**src/design/sensor_segment_reassembly_unit_defines.svh**
```systemverilog
// Assertion macros for the sensor segment reassembly unit
`ifndef SENSOR_SEGMENT_REASSEMBLY_UNIT_DEFINES_SVH
`define SENSOR_SEGMENT_REASSEMBLY_UNIT_DEFINES_SVH

// Check a property on every rising edge outside reset
`define SSRU_ASSERT(lbl, clk, rst_n, prop, msg) \
    lbl: assert property (@(posedge clk) disable iff (!rst_n) prop) else $error(msg);

// Check a property on every rising edge, reset cycles included
`define SSRU_ASSERT_RST(lbl, clk, prop, msg) \
    lbl: assert property (@(posedge clk) prop) else $error(msg);

`endif

```
**src/design/ssru_pkg.sv**
```systemverilog
// Shared types, constants and byte helpers of the segment reassembly unit
package ssru_pkg;

    localparam int PAYLOAD_BYTES = 8;
    localparam int BLOB_CAP      = 64;
    localparam int WORD_IDX_W    = 3;
    localparam int DATA_W        = 64;
    localparam int SIZE_W        = 7;
    localparam int SID_OUT_W     = 4;
    localparam int COUNT_W       = 5;
    localparam int MASK_W        = 16;
    localparam int SEQ_W         = 8;
    localparam int CFG_IDX_W     = 2;
    localparam int CFG_DATA_W    = 16;
    localparam int QUEUE_DEPTH   = 2;

    localparam logic [CFG_IDX_W-1:0] REG_SENSOR_COUNT  = 2'd0;
    localparam logic [CFG_IDX_W-1:0] REG_BUFFERED_MASK = 2'd1;
    localparam logic [CFG_IDX_W-1:0] REG_BLOB_SIZE     = 2'd2;

    localparam logic [SIZE_W-1:0] BLOB_SIZE_RESET = 7'd8;
    localparam logic [SIZE_W-1:0] BLOB_CAP_SIZE   = SIZE_W'(BLOB_CAP);

    typedef enum logic [1:0] {
        OP_FWD,
        OP_STORE,
        OP_STORE_EMIT
    } t_op_kind;

    typedef enum logic [1:0] {
        ST_IDLE,
        ST_READ,
        ST_EMIT
    } t_back_state;

    // One classified segment on its way from front to back
    typedef struct packed {
        t_op_kind                  kind;
        logic [SID_OUT_W-1:0]      sid;
        logic [7:0]                ev;
        logic [SIZE_W-1:0]         size;
        logic [WORD_IDX_W-1:0]     word;
        logic [PAYLOAD_BYTES-1:0]  byte_en;
        logic [DATA_W-1:0]         data;
        logic [WORD_IDX_W-1:0]     last_idx;
    } t_op;

    // Bytes of a given blob word that lie below the blob size
    function automatic logic [PAYLOAD_BYTES-1:0] byte_keep(input logic [WORD_IDX_W-1:0] word,
                                                           input logic [SIZE_W-1:0] size);
        logic [PAYLOAD_BYTES-1:0] keep;
        for (int b = 0; b < PAYLOAD_BYTES; b++) begin
            keep[b] = {1'b0, word, 3'(b)} < size;
        end
        return keep;
    endfunction

    // Expand a byte mask to a bit mask
    function automatic logic [DATA_W-1:0] byte_bits(input logic [PAYLOAD_BYTES-1:0] keep);
        logic [DATA_W-1:0] bits;
        for (int b = 0; b < PAYLOAD_BYTES; b++) begin
            bits[8*b +: 8] = {8{keep[b]}};
        end
        return bits;
    endfunction

endpackage

```
**src/design/ssru_front.sv**
```systemverilog
// Front end: configuration registers, sequence tracking and segment classification
module ssru_front #(
    parameter int MAX_SENSORS = 16
) (
    input  logic                              i_clk,
    input  logic                              i_rst_n,
    input  logic                              i_cfg_valid,
    output logic                              o_cfg_ready,
    input  logic [ssru_pkg::CFG_IDX_W-1:0]    i_cfg_index,
    input  logic [ssru_pkg::CFG_DATA_W-1:0]   i_cfg_data,
    input  logic                              i_in_valid,
    output logic                              o_in_stall,
    input  logic [7:0]                        i_sensor_id,
    input  logic [7:0]                        i_event_type,
    input  logic [ssru_pkg::SEQ_W-1:0]        i_segment_seq,
    input  logic                              i_last_segment,
    input  logic [ssru_pkg::DATA_W-1:0]       i_payload,
    output logic                              o_push,
    output ssru_pkg::t_op                     o_push_op,
    input  logic                              i_full
);

    localparam int SID_W = (MAX_SENSORS > 1) ? $clog2(MAX_SENSORS) : 1;
    localparam logic [ssru_pkg::COUNT_W-1:0] MAX_COUNT = ssru_pkg::COUNT_W'(MAX_SENSORS);

    logic [ssru_pkg::COUNT_W-1:0] r_sensor_count;
    logic [ssru_pkg::MASK_W-1:0]  r_buffered_mask;
    logic [ssru_pkg::SIZE_W-1:0]  r_blob_size;
    logic [ssru_pkg::SEQ_W-1:0]   r_exp_seq [MAX_SENSORS];

    logic [ssru_pkg::SIZE_W-1:0]  eff_size;
    logic [ssru_pkg::SIZE_W-1:0]  size_m1;
    logic [ssru_pkg::COUNT_W-1:0] eff_count;
    logic [SID_W-1:0]             sid;
    logic                         known;
    logic                         buffered;
    logic                         seq_ok;
    logic                         in_blob;
    logic                         accept;
    logic [ssru_pkg::SEQ_W-1:0]   n_exp;

    assign o_cfg_ready = 1'b1;

    always_ff @(posedge i_clk) begin
        if (!i_rst_n) begin
            r_sensor_count  <= '0;
            r_buffered_mask <= '0;
            r_blob_size     <= ssru_pkg::BLOB_SIZE_RESET;
        end else if (i_cfg_valid) begin
            unique case (i_cfg_index)
                ssru_pkg::REG_SENSOR_COUNT:  r_sensor_count  <= i_cfg_data[ssru_pkg::COUNT_W-1:0];
                ssru_pkg::REG_BUFFERED_MASK: r_buffered_mask <= i_cfg_data[ssru_pkg::MASK_W-1:0];
                ssru_pkg::REG_BLOB_SIZE:     r_blob_size     <= i_cfg_data[ssru_pkg::SIZE_W-1:0];
                default: ;
            endcase
        end
    end

    always_comb begin
        eff_size = r_blob_size;
        if (r_blob_size == '0) begin
            eff_size = 7'd1;
        end else if (r_blob_size > ssru_pkg::BLOB_CAP_SIZE) begin
            eff_size = ssru_pkg::BLOB_CAP_SIZE;
        end
        size_m1   = eff_size - 7'd1;
        eff_count = (r_sensor_count > MAX_COUNT) ? MAX_COUNT : r_sensor_count;
        known     = i_sensor_id < {3'b000, eff_count};
        sid       = i_sensor_id[SID_W-1:0];
        buffered  = r_buffered_mask[i_sensor_id[3:0]];
        seq_ok    = i_segment_seq == r_exp_seq[sid];
        in_blob   = i_segment_seq[ssru_pkg::SEQ_W-1:ssru_pkg::WORD_IDX_W] == '0;
        // out-of-order or final segments restart the sequence
        n_exp     = (!seq_ok || i_last_segment) ? '0 : i_segment_seq + 8'd1;
    end

    always_comb begin
        o_push_op.kind     = !buffered ? ssru_pkg::OP_FWD
                           : (i_last_segment ? ssru_pkg::OP_STORE_EMIT : ssru_pkg::OP_STORE);
        o_push_op.sid      = i_sensor_id[ssru_pkg::SID_OUT_W-1:0];
        o_push_op.ev       = i_event_type;
        o_push_op.size     = eff_size;
        o_push_op.word     = i_segment_seq[ssru_pkg::WORD_IDX_W-1:0];
        o_push_op.byte_en  = in_blob ? ssru_pkg::byte_keep(i_segment_seq[ssru_pkg::WORD_IDX_W-1:0],
                                                           eff_size)
                                     : '0;
        o_push_op.data     = buffered ? i_payload
                           : i_payload & ssru_pkg::byte_bits(ssru_pkg::byte_keep('0, eff_size));
        o_push_op.last_idx = size_m1[5:3];
    end

    assign o_in_stall = i_full;
    assign accept     = i_in_valid && !i_full;
    assign o_push     = accept && known && (buffered ? seq_ok : i_last_segment);

    always_ff @(posedge i_clk) begin
        if (!i_rst_n) begin
            for (int s = 0; s < MAX_SENSORS; s++) begin
                r_exp_seq[s] <= '0;
            end
        end else if (accept && known && buffered) begin
            r_exp_seq[sid] <= n_exp;
        end
    end

endmodule

```
**config.mk**
```make
export PLATFORM = sky130hd
export DESIGN_NAME = ssru_front
export DESIGN_NICKNAME = d
export VERILOG_FILES = /design/src/design/sensor_segment_reassembly_unit_defines.svh /design/src/design/ssru_pkg.sv /design/src/design/ssru_front.sv
export SDC_FILE = /design/constraint.sdc
export NUM_CORES = 1
export LEC_CHECK = 0
export BUFFER_PORTS_ARGS = -buffer_cell sky130_fd_sc_hd__buf_2
export CORE_MARGIN = 3
export CORE_UTILIZATION = 35
export CTS_CLUSTER_SIZE = 24
export DETAILED_ROUTE_END_ITERATION = 10
export GPL_ROUTABILITY_DRIVEN = 0
export PLACE_DENSITY = 0.56
export SYNTH_ARGS = -nofsm -noshare
export SYNTH_HDL_FRONTEND = slang
export SYNTH_SLANG_ARGS = --single-unit
```
**constraint.sdc**
```tcl
create_clock -name i_clk -period 2.8 [get_ports i_clk]
set_input_delay 0.42 -clock i_clk [delete_from_list [all_inputs] [get_ports i_clk]]
set_output_delay 0.42 -clock i_clk [all_outputs]
set_load 0.01 [all_outputs]
```
==> flow_metrics.py <==
metrics = {
    "outcome": {
        "status": "complete, but fails checks",
        "violations": "setup timing",
    },
    "final_layout": {
        "utilization_pct": 51.7,
        "final_cell_area_sq_um": 12300,
        "final_nets": 1065,
        "drive_above_1_share_pct": 55.4,
        "layout.cells.non_filler": 1276,
        "diodes": 0,
        "synthToLayoutAreaGrowth_pct": 42.4,
    },
    "detailed_routing": {
        "initialDrtViolationCount": 484,
        "final_antenna_net_count": 0,
        "vias_per_cell": 5.33,
        "wl_per_cell_microns": 22.5,
        "vias": 6800,
        "routed_wl_mm": 28.7,
        "dr.pass1.iters": 5,
        "drc": 0,
    },
    "die": {
        "ios": 214,
        "initial_core_util_pct": 36.3,
        "die_w_microns": 163,
        "dieArea_sq_um": 26700,
        "std_cell_rows": 56,
        "die_h_microns": 163,
        "core_sq_um": 23900,
    },
    "critical_path": {
        "crit_path_end_kind": "output pin",
        "cp-start-kind": "input port",
        "r2r-end": "r_exp_seq[0][7]$_SDFFCE_PN0P_",
        "r2r_setup_slack_ns": -0.12,
        "worstPathRequired_ns": 2.38,
        "cp_cell_sequence": "buf_2 > buf_12 > mux4_2 > mux2i_1 > xnor2_1 > nor2_2 > nand4_1 > a211o_1 > nor3b_2 > o21a_1 > buf_2",
        "reg2reg_from": "r_exp_seq[13][0]$_SDFFCE_PN0P_",
        "reg2reg_depth": 11,
        "cp_slowest_cell": "mux4_2",
        "worst-path-max-fanout": 10,
        "cp.arrival_ns": 2.78,
        "cpMostUsedCell": "buf_2",
        "max_stage_delay_ns": 0.52,
        "path_class": "in2out",
    },
    "pwr": {
        "power_w": 0.00578,
        "p_per_area_nw_per_um2": 468,
        "p_leak_nw": 5.10,
        "vdd_drop_max_mv": 0.332,
    },
    "global_route": {
        "grt_pass1_vias": 6506,
        "use_met2_pct": 35.7,
        "grt_max_degree": 33,
        "grt_use_met3_pct": 3.40,
        "grtUsageTotal_pct": 19.6,
        "grt-ovfl-total": 0,
        "busiest_layer": "met2",
        "use_met1_pct": 23.9,
        "grt_pass1_wl_mm": 38.8,
        "antenna_found_initial": 0,
    },
    "synth": {
        "syn_area_sq_um": 8670,
        "synth_top_area_cell": "edfxtp_1",
        "synth.distinct_cells": 52,
        "yosysMostFrequentCell": "edfxtp_1",
        "synth_top_area_share_pct": 44.3,
        "synth_common_cells": "edfxtp_1 (128), nor3_1 (79), nor2b_1 (69)",
        "ys.flop_type": "edfxtp_1",
        "yosysSeqAreaShare_pct": 50.8,
        "avgSynthCellArea_sq_um": 11.7,
        "yosysWarnings": 0,
        "synthTopCellsByArea": "edfxtp_1 (44%), mux4_2 (8.8%), dfxtp_1 (6.5%)",
        "synth-edff-count": 128,
        "synth_seq_cells": 156,
        "syn_nets": 863,
        "async_reset_ff_share_pct": 0,
        "netlist_instances": 742,
    },
    "timing": {
        "slew_violations": 0,
        "relSlewSlack_pct": 45.8,
        "setup_ws_ns": -0.397,
        "tightest_slew_ns": 0.813,
        "finalCritPeriodShare_pct": 114,
        "fmax_mhz": 313,
        "setup_violations": 177,
        "hold_violations": 0,
        "rsz0062_at_grt": "true",
        "period_needed_ns": 3.20,
        "skew_ns": 0.0132,
    },
    "cts": {
        "ctsHoldBuffers": 0,
        "clock-sinks": 156,
        "root_buffer": "clkbuf_16",
        "cts_buffers": 17,
        "clk_pin_slew_ns": 0.07,
        "clockBufferDepth": 2,
        "clock_latency_ns": 0.43,
        "cts_max_level": 4,
        "cts_tree": "built",
    },
    "hold_path": {
        "min_path_cells": 3,
        "hp-start": "i_cfg_data[9]",
        "min-delay-path-class": "in2reg",
        "hold_end": "r_buffered_mask[9]$_SDFFE_PN0P_",
    },
    "place": {
        "dp_hpwl_mm": 19.4,
        "dp.cells": 1226,
        "dpl_cell_area_sq_um": 10400,
        "portBuffers": 180,
    },
    "job": {
        "cap_violations": 0,
    },
}
## stage by stage
| step | setup TNS, ns | setup slack [ns] | hold WS (ns) |
|---|---|---|---|
| 2_1_floorplan | -1.61 | -0.0554 | 0.440 |
| 3_3_place_gp | -99.01 | -0.529 | 0.449 |
| 3_5_place_dp | -102.09 | -0.529 | 0.457 |
| 4_1_cts | -17.58 | -0.399 | 0.227 |
| 5_1_grt | -40.07 | -0.531 | 0.237 |
| 6_report | -22.41 | -0.397 | 0.239 |
## registers in the layout, summed over array words and instances, names as in the netlist
signal	flops
r_exp_seq	128
r_buffered_mask	16
r_blob_size	7
r_sensor_count	5
## metal layers
| layer | vias to the layer above | wire [microns] |
|---|---|---|
| li1 | 3082 | - |
| met2 | 276 | 14700 |
| met5 | - | 0 |
| met1 | 3418 | 11300 |
| met3 | 24 | 2050 |
| met4 | 0 | 597 |
## worst max-delay path by stage
stage	start	to	slack [ns]	cells after the start
final	i_sensor_id[1]	o_push	-0.40	11
after global routing	r_exp_seq[13][0]$_SDFFCE_PN0P_	o_push	-0.53	9
after CTS	r_exp_seq[0][3]$_SDFFCE_PN0P_	o_push	-0.40	9
after detailed placement	i_sensor_id[0]	o_push_op[21]	-0.53	8
after global placement	i_sensor_id[0]	o_push	-0.53	10
after floorplan	i_sensor_id[0]	r_exp_seq[9][0]$_SDFFCE_PN0P_	-0.06	9
## cell families after synthesis
family	after synthesis	share of synthesized area, %
other cells	1	0.0433
compound gates	64	4.65
flops	156	50.8
xor+xnor	21	2.12
fa+ha+maj	9	1.30
mux	62	12.1
simple gates	318	22.3
buf+inv	111	6.71
## power by group
part | leakage (nW) | total, W | internal [W] | switching (W)
combinational | 3.26 | 0.000878 | 0.000390 | 0.000488
clock | 0.289 | 0.00230 | 0.00126 | 0.00104
sequential | 1.55 | 0.00260 | 0.00257 | 0.0000289
## what timing repair did
| action | CTS | global route |
|---|---|---|
| pin swaps | 12 | 32 |
| endpoints found under the hold margin | 0 | 0 |
| setup buffers | 2 | 3 |
| endpoints found under the setup margin | 63 | 252 |
| gates cloned | 0 | 13 |
| resized for setup | 33 | 179 |
## placed cells by master (no fill, tap or decap), types with 6 or more instances in the layout
cell type	Yosys	routed
mux4_2	34	34
buf_12	0	21
nand2b_1	13	13
dfxtp_1	28	26
nand3_1	8	8
o21ai_0	20	16
mux2i_1	26	24
xor2_1	8	8
nor4_4	1	12
nor3_2	36	66
buf_6	9	21
nor2b_1	69	54
inv_1	6	6
a21boi_0	16	16
buf_2	27	164
nor3_4	0	46
nor2b_4	0	8
or2_2	6	6
edfxtp_1	128	128
a21oi_1	13	12
clkbuf_16	0	27
buf_4	17	71
nand2_1	46	46
ha_1	9	9
nor2b_2	0	7
xnor2_1	13	13
and2_4	0	8
nor2_1	15	13
## final cells by class
cell class                      count  area, sq um
Sequential cell                   156         4410
Multi-Input combinational cell    475         4660
Inverter                            6         22.5
Fill cell                        2079        11500
Clock inverter                     15          155
Timing Repair Buffer              288         2280
Clock buffer                       17          425
Tap cell                          319          399
## critical path, delay by kind of cell
family / cells / cell delay [ns]
and+or+nand+nor: 3 / 0.45
muxes: 2 / 0.72
buffers and inverters: 3 / 0.50
AOI/OAI and AO/OA: 2 / 0.55
xor gates and xnor gates: 1 / 0.12
(Power assumes the default switching activity.)
