`src/design/sensor_segment_reassembly_unit_defines.svh`:
```
// Assertion macros for the sensor segment reassembly unit
`ifndef SENSOR_SEGMENT_REASSEMBLY_UNIT_DEFINES_SVH
`define SENSOR_SEGMENT_REASSEMBLY_UNIT_DEFINES_SVH

// Check a property on every rising edge outside reset
`define SSRU_ASSERT(lbl, clk, rst_n, prop, msg) \
    lbl: assert property (@(posedge clk) disable iff (!rst_n) prop) else $error(msg);

// Check a property on every rising edge, reset cycles included
`define SSRU_ASSERT_RST(lbl, clk, prop, msg) \
    lbl: assert property (@(posedge clk) prop) else $error(msg);

`endif

```
`src/design/ssru_pkg.sv`:
```
// Shared types, constants and byte helpers of the segment reassembly unit
package ssru_pkg;

    localparam int PAYLOAD_BYTES = 8;
    localparam int BLOB_CAP      = 64;
    localparam int WORD_IDX_W    = 3;
    localparam int DATA_W        = 64;
    localparam int SIZE_W        = 7;
    localparam int SID_OUT_W     = 4;
    localparam int COUNT_W       = 5;
    localparam int MASK_W        = 16;
    localparam int SEQ_W         = 8;
    localparam int CFG_IDX_W     = 2;
    localparam int CFG_DATA_W    = 16;
    localparam int QUEUE_DEPTH   = 2;

    localparam logic [CFG_IDX_W-1:0] REG_SENSOR_COUNT  = 2'd0;
    localparam logic [CFG_IDX_W-1:0] REG_BUFFERED_MASK = 2'd1;
    localparam logic [CFG_IDX_W-1:0] REG_BLOB_SIZE     = 2'd2;

    localparam logic [SIZE_W-1:0] BLOB_SIZE_RESET = 7'd8;
    localparam logic [SIZE_W-1:0] BLOB_CAP_SIZE   = SIZE_W'(BLOB_CAP);

    typedef enum logic [1:0] {
        OP_FWD,
        OP_STORE,
        OP_STORE_EMIT
    } t_op_kind;

    typedef enum logic [1:0] {
        ST_IDLE,
        ST_READ,
        ST_EMIT
    } t_back_state;

    // One classified segment on its way from front to back
    typedef struct packed {
        t_op_kind                  kind;
        logic [SID_OUT_W-1:0]      sid;
        logic [7:0]                ev;
        logic [SIZE_W-1:0]         size;
        logic [WORD_IDX_W-1:0]     word;
        logic [PAYLOAD_BYTES-1:0]  byte_en;
        logic [DATA_W-1:0]         data;
        logic [WORD_IDX_W-1:0]     last_idx;
    } t_op;

    // Bytes of a given blob word that lie below the blob size
    function automatic logic [PAYLOAD_BYTES-1:0] byte_keep(input logic [WORD_IDX_W-1:0] word,
                                                           input logic [SIZE_W-1:0] size);
        logic [PAYLOAD_BYTES-1:0] keep;
        for (int b = 0; b < PAYLOAD_BYTES; b++) begin
            keep[b] = {1'b0, word, 3'(b)} < size;
        end
        return keep;
    endfunction

    // Expand a byte mask to a bit mask
    function automatic logic [DATA_W-1:0] byte_bits(input logic [PAYLOAD_BYTES-1:0] keep);
        logic [DATA_W-1:0] bits;
        for (int b = 0; b < PAYLOAD_BYTES; b++) begin
            bits[8*b +: 8] = {8{keep[b]}};
        end
        return bits;
    endfunction

endpackage

```
`src/design/ssru_queue.sv`:
```
// Short queue of classified segments between front and back
module ssru_queue (
    input  logic           i_clk,
    input  logic           i_rst_n,
    input  logic           i_push,
    input  ssru_pkg::t_op  i_push_op,
    output logic           o_full,
    output logic           o_valid,
    output ssru_pkg::t_op  o_head,
    input  logic           i_pop
);

    localparam int PTR_W = (ssru_pkg::QUEUE_DEPTH > 1) ? $clog2(ssru_pkg::QUEUE_DEPTH) : 1;
    localparam logic [PTR_W-1:0] LAST_SLOT = PTR_W'(ssru_pkg::QUEUE_DEPTH - 1);
    localparam logic [PTR_W:0]   FULL_CNT  = (PTR_W + 1)'(ssru_pkg::QUEUE_DEPTH);

    ssru_pkg::t_op    r_slot [ssru_pkg::QUEUE_DEPTH];
    logic [PTR_W-1:0] r_wr_ptr;
    logic [PTR_W-1:0] r_rd_ptr;
    logic [PTR_W:0]   r_count;

    assign o_full  = r_count == FULL_CNT;
    assign o_valid = r_count != '0;
    assign o_head  = r_slot[r_rd_ptr];

    always_ff @(posedge i_clk) begin
        if (i_push) begin
            r_slot[r_wr_ptr] <= i_push_op;
        end
    end

    always_ff @(posedge i_clk) begin
        if (!i_rst_n) begin
            r_wr_ptr <= '0;
            r_rd_ptr <= '0;
            r_count  <= '0;
        end else begin
            if (i_push) begin
                r_wr_ptr <= (r_wr_ptr == LAST_SLOT) ? '0 : r_wr_ptr + 1'b1;
            end
            if (i_pop) begin
                r_rd_ptr <= (r_rd_ptr == LAST_SLOT) ? '0 : r_rd_ptr + 1'b1;
            end
            if (i_push && !i_pop) begin
                r_count <= r_count + 1'b1;
            end else if (!i_push && i_pop) begin
                r_count <= r_count - 1'b1;
            end
        end
    end

endmodule

```
`config.mk`:
```
export PLATFORM = sky130hd
export DESIGN_NAME = ssru_queue
export DESIGN_NICKNAME = d
export VERILOG_FILES = /design/src/design/sensor_segment_reassembly_unit_defines.svh /design/src/design/ssru_pkg.sv /design/src/design/ssru_queue.sv
export SDC_FILE = /design/constraint.sdc
export NUM_CORES = 1
export LEC_CHECK = 0
export ABC_AREA = 1
export BUFFER_PORTS_ARGS = -buffer_cell sky130_fd_sc_hd__buf_2
export CAP_MARGIN = 20
export CORE_AREA = 4 4 144 105
export DETAILED_ROUTE_END_ITERATION = 10
export DIE_AREA = 0 0 148 109
export PLACE_DENSITY = 0.86
export SETUP_SLACK_MARGIN = 0.02
export SYNTH_ARGS = -nofsm -noshare
export SYNTH_HDL_FRONTEND = slang
export SYNTH_SLANG_ARGS = --single-unit
```
`constraint.sdc`:
```
create_clock -name i_clk -period 9.1 [get_ports i_clk]
set_input_delay 1.82 -clock i_clk [delete_from_list [all_inputs] [get_ports i_clk]]
set_output_delay 1.82 -clock i_clk [all_outputs]
set_load 0.03 [all_outputs]
```
==> results.cfg, run 1 <==
[clocking]
htree_levels = 1
post_cts_buffers = 0
clk_latency_ns = 0.48
cts_buffers = 20
ctsHoldBuffers = 0
tritoncts = built
ctsResizeCount = 0
clkSinkCount = 203
path_clk_slew_ns = 0.06
cts-root-buf = clkbuf_16
cts_max_path_buffers = 3

[synthesis]
synth_top_area_cell = edfxtp_1
synthTopCellsByArea = edfxtp_1 80%, mux2_2 14%, mux2_4 2.0%
netlist_instances = 343
synth_edf_count = 198
ys_async_sr_fraction_pct = 0
synth_seq_cells = 203
synth_area_um2 = 7400
synth_cell_types = 14
syn_nets = 447
syn_avg_cell_area_um2 = 21.6
seq_area_frac_synth_pct = 81.7
yosysMostFrequentCell = edfxtp_1
synth_common_cells = 198 x edfxtp_1, 89 x mux2_2, 10 x mux2_4
synth_top_area_share_pct = 80.4
synthFlopType = edfxtp_1
ys_warn_count = 0

[global_route]
antenna_found_initial = 3
grt_pass1_vias = 4129
top_usage_layer = met2
grt-ovfl-total = 0
grt_util_met1_pct = 21.7
use_met3_pct = 5.69
grt_use_total_pct = 17.0
grt_pass1_wl_um = 21300
grt.met2_usage_pct = 28.8
grt_max_degree = 51

[routing]
first_pass_iters = 4
drc = 0
via_per_inst = 4.99
via_count = 3817
drt-total-wl_um = 14100
wl_per_cell_um = 18.4
postRouteAntennaNets = 0
drt_iter0_drc = 150

[run_status]
status = finished, final reports clean

[sta]
fin_crit_ns = 4.37
tightest_slew_ns = 0.706
finalClockSkew_ns = 0.0145
fmax_mhz = 229
maxSlewHeadroom_pct = 52.9
slew_viol_final = 0
finalHoldViolCount = 0
period_share_pct = 48.1
rsz0062_at_grt = false
finalSetupTns_ns = 0
setup_viol = 0

[finish]
n_fill_cell = 904
drive_gt1_share_pct = 58.8
stdcell_count = 765
area_growth_pct = 25.0
num_antenna_cells = 0
final_nets = 665

[worst_setup_path]
worstSetupPathType = flip-flop to output pin
crit_path_end_kind = output pin
crit_path_max_incr_delay_ns = 0.75
critPathSlowestCell = dfxtp_4
critical_path_required_ns = 7.28
crit_fanout = 50
start_kind = flip-flop
cp_data_arrival_time_ns = 2.55
r2r_slack_ns = 7.01
crit_chain = buf_4, mux2_2, buf_2

[power_and_ir_drop]
max-vdd-ir-drop_mv = 0.256
p_leak_uw = 0.00353
total_power_uw = 2120
power_density_nw_per_um2 = 229

[die]
die_x_um = 148
core_um2 = 13700
dieArea_um2 = 16100
initial_core_util_pct = 54.0
rows = 36
ioPinCount = 204
die_h_um = 109

[placement]
dp.cells = 729
io_buffers = 203
globalplace.congestion = 0.803
dpl.hpwl_um = 9560

[min_path]
hp-class = flip-flop to flip-flop

[run]
maxCapViolations = 0
[stage by stage]
stage | area, µm² | worst slack (ns) | util [%] | hold slack, ns
6_report | 9250 | 4.73 | 67.5 | 0.496
5_1_grt | 9250 | 4.59 | 67.5 | 0.581
4_1_cts | 9250 | 4.68 | 67.5 | 0.501
3_5_place_dp | 8620 | 5.21 | 63.0 | 0.484
3_3_place_gp | 8620 | 5.24 | 63.0 | 0.476
2_1_floorplan | 7400 | 2.54 | - | 0.463
[cells in the final DEF (no fill, tap or decap), drive strengths merged]
cell,n
ha,1
inv,9
clkinvlp,2
clkbuf,25
nand2,9
mux2,99
bufinv,1
nand4,1
nor2,8
nand3,1
dfxtp,5
clkinv,7
buf,207
o21ai,1
edfxtp,198
a21oi,1
[final timing paths]
| check | from | endpoint | cells past startpoint |
|---|---|---|---|
| min | r_rd_ptr$_SDFFE_PN0P_ | flip-flop | 2 |
| min reg2reg | r_rd_ptr$_SDFFE_PN0P_ | flip-flop | 2 |
| max reg2reg | r_wr_ptr$_SDFFE_PN0P_ | r_slot[1][23]$_DFFE_PP_ | 3 |
| max | flip-flop | o_head[82] | 3 |
[flip-flops by register name (all words and copies together) (netlist names), named ones only]
register and cells:
r_count 2, r_wr_ptr 1, r_slot 198, r_rd_ptr 1
[cells by family (layout without fill, tap and decap cells)]
family	after synthesis	in the layout	share of synthesized area [%]
adders and majority gates	1	1	0.169
AOI/OAI and AO/OA	2	2	0.135
and+or+nand+nor	19	19	1.01
muxes	99	99	15.6
buffers and inverters	19	251	1.40
DFF	203	203	81.7
[cell type report]
cell class,count,area [µm²],area share (%)
flip-flops and latches,203,6050,65.4
multi-input cells,121,1260,13.6
repair buffers,207,1050,11.3
clock buffers,25,541,5.84
well taps,190,238,2.57
clock inverters,11,85.1,0.920
inverters,8,32.5,0.352
[per-layer routing]
metal,vias to the layer above,share of wire [%],wire (µm)
met2,168,48,6710
met3,27,9.5,1340
met1,1839,41,5740
li1,1777,-,-
met5,-,0.24,34
met4,6,1.8,249
[where the power goes]
| group | switching [µW] | internal, µW | total (µW) |
|---|---|---|---|
| clock network | 322 | 452 | 773 |
| registers | 17.9 | 1080 | 1100 |
| logic | 158 | 87.2 | 245 |
[worst max-delay path: cells and delay by family, from the launching register on]
family | cells | cell delay (ns)
flops | 1 | 0.75
mux | 1 | 0.42
buf+inv | 2 | 0.84
No activity file was read; power rests on OpenSTA's default activity.
==> run 2: changes to the inputs <==
Settings changed: ABC_AREA 1 to 0, CORE_AREA 4 4 144 105 to 4 4 148 107, DIE_AREA 0 0 148 109 to 0 0 152 111, PLACE_DENSITY 0.86 to 0.83.
Clock period 9.1 ns to 4.1 ns, I/O delays scaled along.
==> results.cfg, run 2 <==
[placement]
placed_area_um2 = 8650
io_buffers = 203
dp_slack_ns = 1.51
globalplace.congestion = 0.775
dpl.hpwl_um = 9110

[finish]
top_regs = r_slot (198), r_count (2)
final_cell_area_um2 = 9190
multi_input_area_um2 = 1280
drive_gt1_share_pct = 59.5
final_common_cell = buf_2
final_util_pct = 63.6
num_antenna_cells = 0
final_nets = 650
seq_area_um2 = 6050
n_fill_cell = 1033
mostFrequentLayoutCells = 203 x buf_2, 198 x edfxtp_1, 89 x mux2_2, 19 x clkbuf_16, 10 x mux2_4
largest_reg_flops = 198
top_register = r_slot
area_growth_pct = 24.4

[worst_setup_path]
rr_startpoint = r_wr_ptr$_SDFFE_PN0P_
crit_fanout = 52
cp_data_arrival_time_ns = 2.23
worstSetupPathType = flip-flop to output pin
start_kind = flip-flop
crit_path_end_kind = output pin
critical_path_required_ns = 3.28

[clocking]
post_cts_buffers = 0
cts-root-buf = clkbuf_16
cts_buffers = 19
ctsHoldBuffers = 0
clk_latency_ns = 0.46
ctsResizeCount = 0
path_clk_slew_ns = 0.06
tritoncts = built
htree_levels = 1
cts_max_path_buffers = 3
clkSinkCount = 203

[global_route]
grt_use_total_pct = 16.1
antenna_found_initial = 1
grt_pass1_wl_um = 21800
grt_max_degree = 101
grt-ovfl-total = 0
grt_pass1_vias = 4072

[sta]
maxSlewHeadroom_pct = 52.9
slew_viol_final = 0
rsz0062_at_grt = false
finalSetupTns_ns = 0
period_share_pct = 74.3
finalClockSkew_ns = 0.00977
worst_slack_ns = 1.05
setup_viol = 0
fmax_mhz = 328
finalHoldViolCount = 0
fin_crit_ns = 3.05
tightest_slew_ns = 0.707

[synthesis]
synth_cell_types = 17
synthTopCellsByArea = edfxtp_1 80%, mux2_2 14%, mux2_4 2.0%
synth_area_um2 = 7390
syn_avg_cell_area_um2 = 22.4
synth_top_area_share_pct = 80.4
netlist_instances = 330
ys_warn_count = 0
synth_seq_cells = 203
synth_top_area_cell = edfxtp_1
synth_edf_count = 198
synthFlopType = edfxtp_1
seq_area_frac_synth_pct = 81.8
yosysMostFrequentCell = edfxtp_1
syn_nets = 434
ys_async_sr_fraction_pct = 0
synth_common_cells = 198 x edfxtp_1, 89 x mux2_2, 10 x mux2_4

[die]
core_um2 = 14400
initial_core_util_pct = 51.2
die_h_um = 111
die_x_um = 152
ioPinCount = 204
rows = 37
dieArea_um2 = 16900

[routing]
wl_per_cell_um = 18.3
postRouteAntennaNets = 0
via_per_inst = 4.98
via_count = 3750
drt-total-wl_um = 13800
first_pass_iters = 4
drt_iter0_drc = 173
drc = 0

[run_status]
status = finished, final reports clean

[min_path]
hp-class = input pin to flip-flop
hold_start = i_push_op[55]

[power_and_ir_drop]
p_leak_uw = 0.00346
power_density_nw_per_um2 = 500
max-vdd-ir-drop_mv = 0.331

[run]
maxCapViolations = 0
run 2: cell count changes after synthesis, sizes merged, moves of 2 or more:
cell / previous run / this run
nand2: 9 / 0
nor2: 8 / 0
inv: 8 / 1
and2: 0 / 4
nor2b: 0 / 3
xor2: 0 / 2
run 2: metrics by stage:
step	power (µW)	cells	hold WS, ns
2_1_floorplan	2900	330	0.461
3_3_place_gp	3090	720	0.470
3_5_place_dp	3110	720	0.559
4_1_cts	4650	753	0.516
5_1_grt	4790	753	0.516
6_report	4590	753	0.539
run 2: final timing paths:
kind	end	slack [ns]	depth (start not counted)
hold reg to reg	r_count[1]$_SDFFE_PN0P_	0.57	2
hold / removal	r_slot[1][55]$_DFFE_PP_	0.54	1
setup reg to reg	r_slot[1][40]$_DFFE_PP_	2.33	2
setup / recovery	o_head[66]	1.05	3
run 2: routing by layer:
metal / wire, µm / GRT usage, % / vias up / part of all wire (%)
li1: - / - / 1739 / -
met1: 5790 / 21.3 / 1826 / 42
met2: 6410 / 25.7 / 165 / 46
met3: 1400 / 6.36 / 18 / 10
met4: 187 / 3.23 / 2 / 1.4
met5: 7 / 0 / - / 0.051
run 2: cell type report:
class                   instances  share of cell area [%]
repair buffers                206                    11.7
flip-flops and latches        203                    65.8
clock inverters                 4                   0.204
multi-input cells             115                    13.9
clock buffers                  29                    5.69
well taps                     195                    2.65
inverters                       1                  0.0408
run 2: power breakdown:
part	internal (µW)	leakage, µW	switching (µW)
clock	877	0.000265	660
sequential	2400	0.00190	45.4
combinational	228	0.00130	385
run 2: kinds of logic (layout without fill, tap and decap cells):
logic type,after synthesis,after routing,synth area share (%)
multiplexers,99,99,15.6
flip-flops,203,203,81.8
AO/OA/AOI/OAI,3,3,0.271
adder cells (fa/ha/maj),1,1,0.169
XOR/XNOR,3,3,0.356
AND/OR/NAND/NOR,9,9,0.762
buffers and inverters,12,240,1.05
run 2: critical path: stages, from the launching register on:
cell and delay, ns:
dfxtp_4 0.80, buf_12 0.33, mux2_2 0.38, buf_2 0.18
==> run 3: changes to the inputs <==
Clock period 4.1 ns to 3 ns, I/O delays scaled along.
==> results.cfg, run 3 (same netlist as run 2, synthesis figures left out) <==
[finish]
area_growth_pct = 24.3
multi_input_area_um2 = 1280
seq_area_um2 = 6050
drive_gt1_share_pct = 59.1
largest_reg_flops = 198
mostFrequentLayoutCells = 203 x buf_2, 198 x edfxtp_1, 89 x mux2_2, 19 x clkbuf_16, 10 x mux2_4
final_util_pct = 63.6
top_register = r_slot
final_common_cell = buf_2
num_antenna_cells = 0
top_regs = r_slot (198), r_count (2)
final_nets = 653
n_fill_cell = 1015

[sta]
finalHoldViolCount = 0
fin_crit_ns = 2.66
slew_viol_final = 0
finalSetupTns_ns = 0
fmax_mhz = 376
setup_viol = 0
maxSlewHeadroom_pct = 45.1
tightest_slew_ns = 0.824
rsz0062_at_grt = false
finalClockSkew_ns = 0.00900
period_share_pct = 88.7

[clocking]
tritoncts = built
clk_latency_ns = 0.47
clkSinkCount = 203
path_clk_slew_ns = 0.07
post_cts_buffers = 0
cts_max_path_buffers = 3
ctsResizeCount = 0
cts_buffers = 19
htree_levels = 1
ctsHoldBuffers = 0
cts-root-buf = clkbuf_16

[routing]
drc = 0
drt_iter0_drc = 232
postRouteAntennaNets = 0
drt-total-wl_um = 13700
via_per_inst = 4.95
first_pass_iters = 5
wl_per_cell_um = 18.1
via_count = 3741

[worst_setup_path]
start_kind = flip-flop
crit_path_end_kind = output pin
crit_chain = buf_12, mux2_2, buf_2
critical_path_required_ns = 2.40
crit_family = flip-flops
crit_path_max_incr_delay_ns = 0.66
cp_data_arrival_time_ns = 2.06
crit_buf_inv = 2
r2r_slack_ns = 1.48
critPathSlowestCell = dfxtp_4
crit_fanout = 49
worstSetupPathType = flip-flop to output pin

[power_and_ir_drop]
p_leak_uw = 0.00346
power_density_nw_per_um2 = 679
max-vdd-ir-drop_mv = 0.567

[placement]
globalplace.congestion = 0.781
dpl.hpwl_um = 9370
io_buffers = 203

[die]
rows = 37
core_um2 = 14400
die_x_um = 152
ioPinCount = 204
dieArea_um2 = 16900
initial_core_util_pct = 51.2
die_h_um = 111

[global_route]
antenna_found_initial = 0
grt_max_degree = 65
grt_pass1_wl_um = 21300
grt_pass1_vias = 4085
grt_use_total_pct = 15.6
grt-ovfl-total = 0

[min_path]
hp-class = input pin to flip-flop

[run_status]
status = finished, final reports clean

[run]
maxCapViolations = 0
==> run 3: cell types whose count changed in the layout (fill, tap and decap cells not counted) <==
cell	change
clkinv_2	-3
clkbuf_8	-1
clkinv_1	+7
buf_12	-1
clkbuf_1	-4
buf_4	+4
==> run 3: cell type report <==
type | instances | share of cell area (%)
Sequential cell | 203 | 65.9
Multi-Input combinational cell | 115 | 13.9
Timing Repair Buffer | 209 | 11.8
Clock buffer | 24 | 5.38
Tap cell | 195 | 2.66
Clock inverter | 8 | 0.327
Inverter | 1 | 0.0409
==> run 3: metal layers <==
| layer | wire length, µm | GRT usage (%) |
|---|---|---|
| met2 | 6410 | 25.7 |
| met4 | 232 | 3.59 |
| met5 | 0 | 0 |
| met1 | 5880 | 20.5 |
| met3 | 1150 | 5.11 |
==> run 3: worst paths after layout <==
path / from / end / cells after the start
worst min-delay path: i_push_op[43] / r_slot[1][43]$_DFFE_PP_ / 1
worst max-delay path: flip-flop / o_head[45] / 3
worst max register to register: r_wr_ptr$_SDFFE_PN0P_ / r_slot[0][72]$_DFFE_PP_ / 2
worst min register to register: r_count[1]$_SDFFE_PN0P_ / r_count[1]$_SDFFE_PN0P_ / 2
==> run 3: where the power goes <==
group          internal (µW)  leakage (µW)  switching [µW]
registers               3280       0.00190            56.3
logic                    312       0.00131             529
clock network           1150      0.000253             903
==> run 3: metrics by stage <==
stage	power, µW	instances	setup slack [ns]	instance area [µm²]	hold WS (ns)
global placement	4210	723	0.841	8660	0.474
detailed placement	4250	723	0.793	8660	0.509
finish	6230	755	0.338	9190	0.322
global route	6490	755	0.218	9190	0.296
floorplan	3960	330	0.465	7400	0.461
CTS	6310	755	0.287	9190	0.298
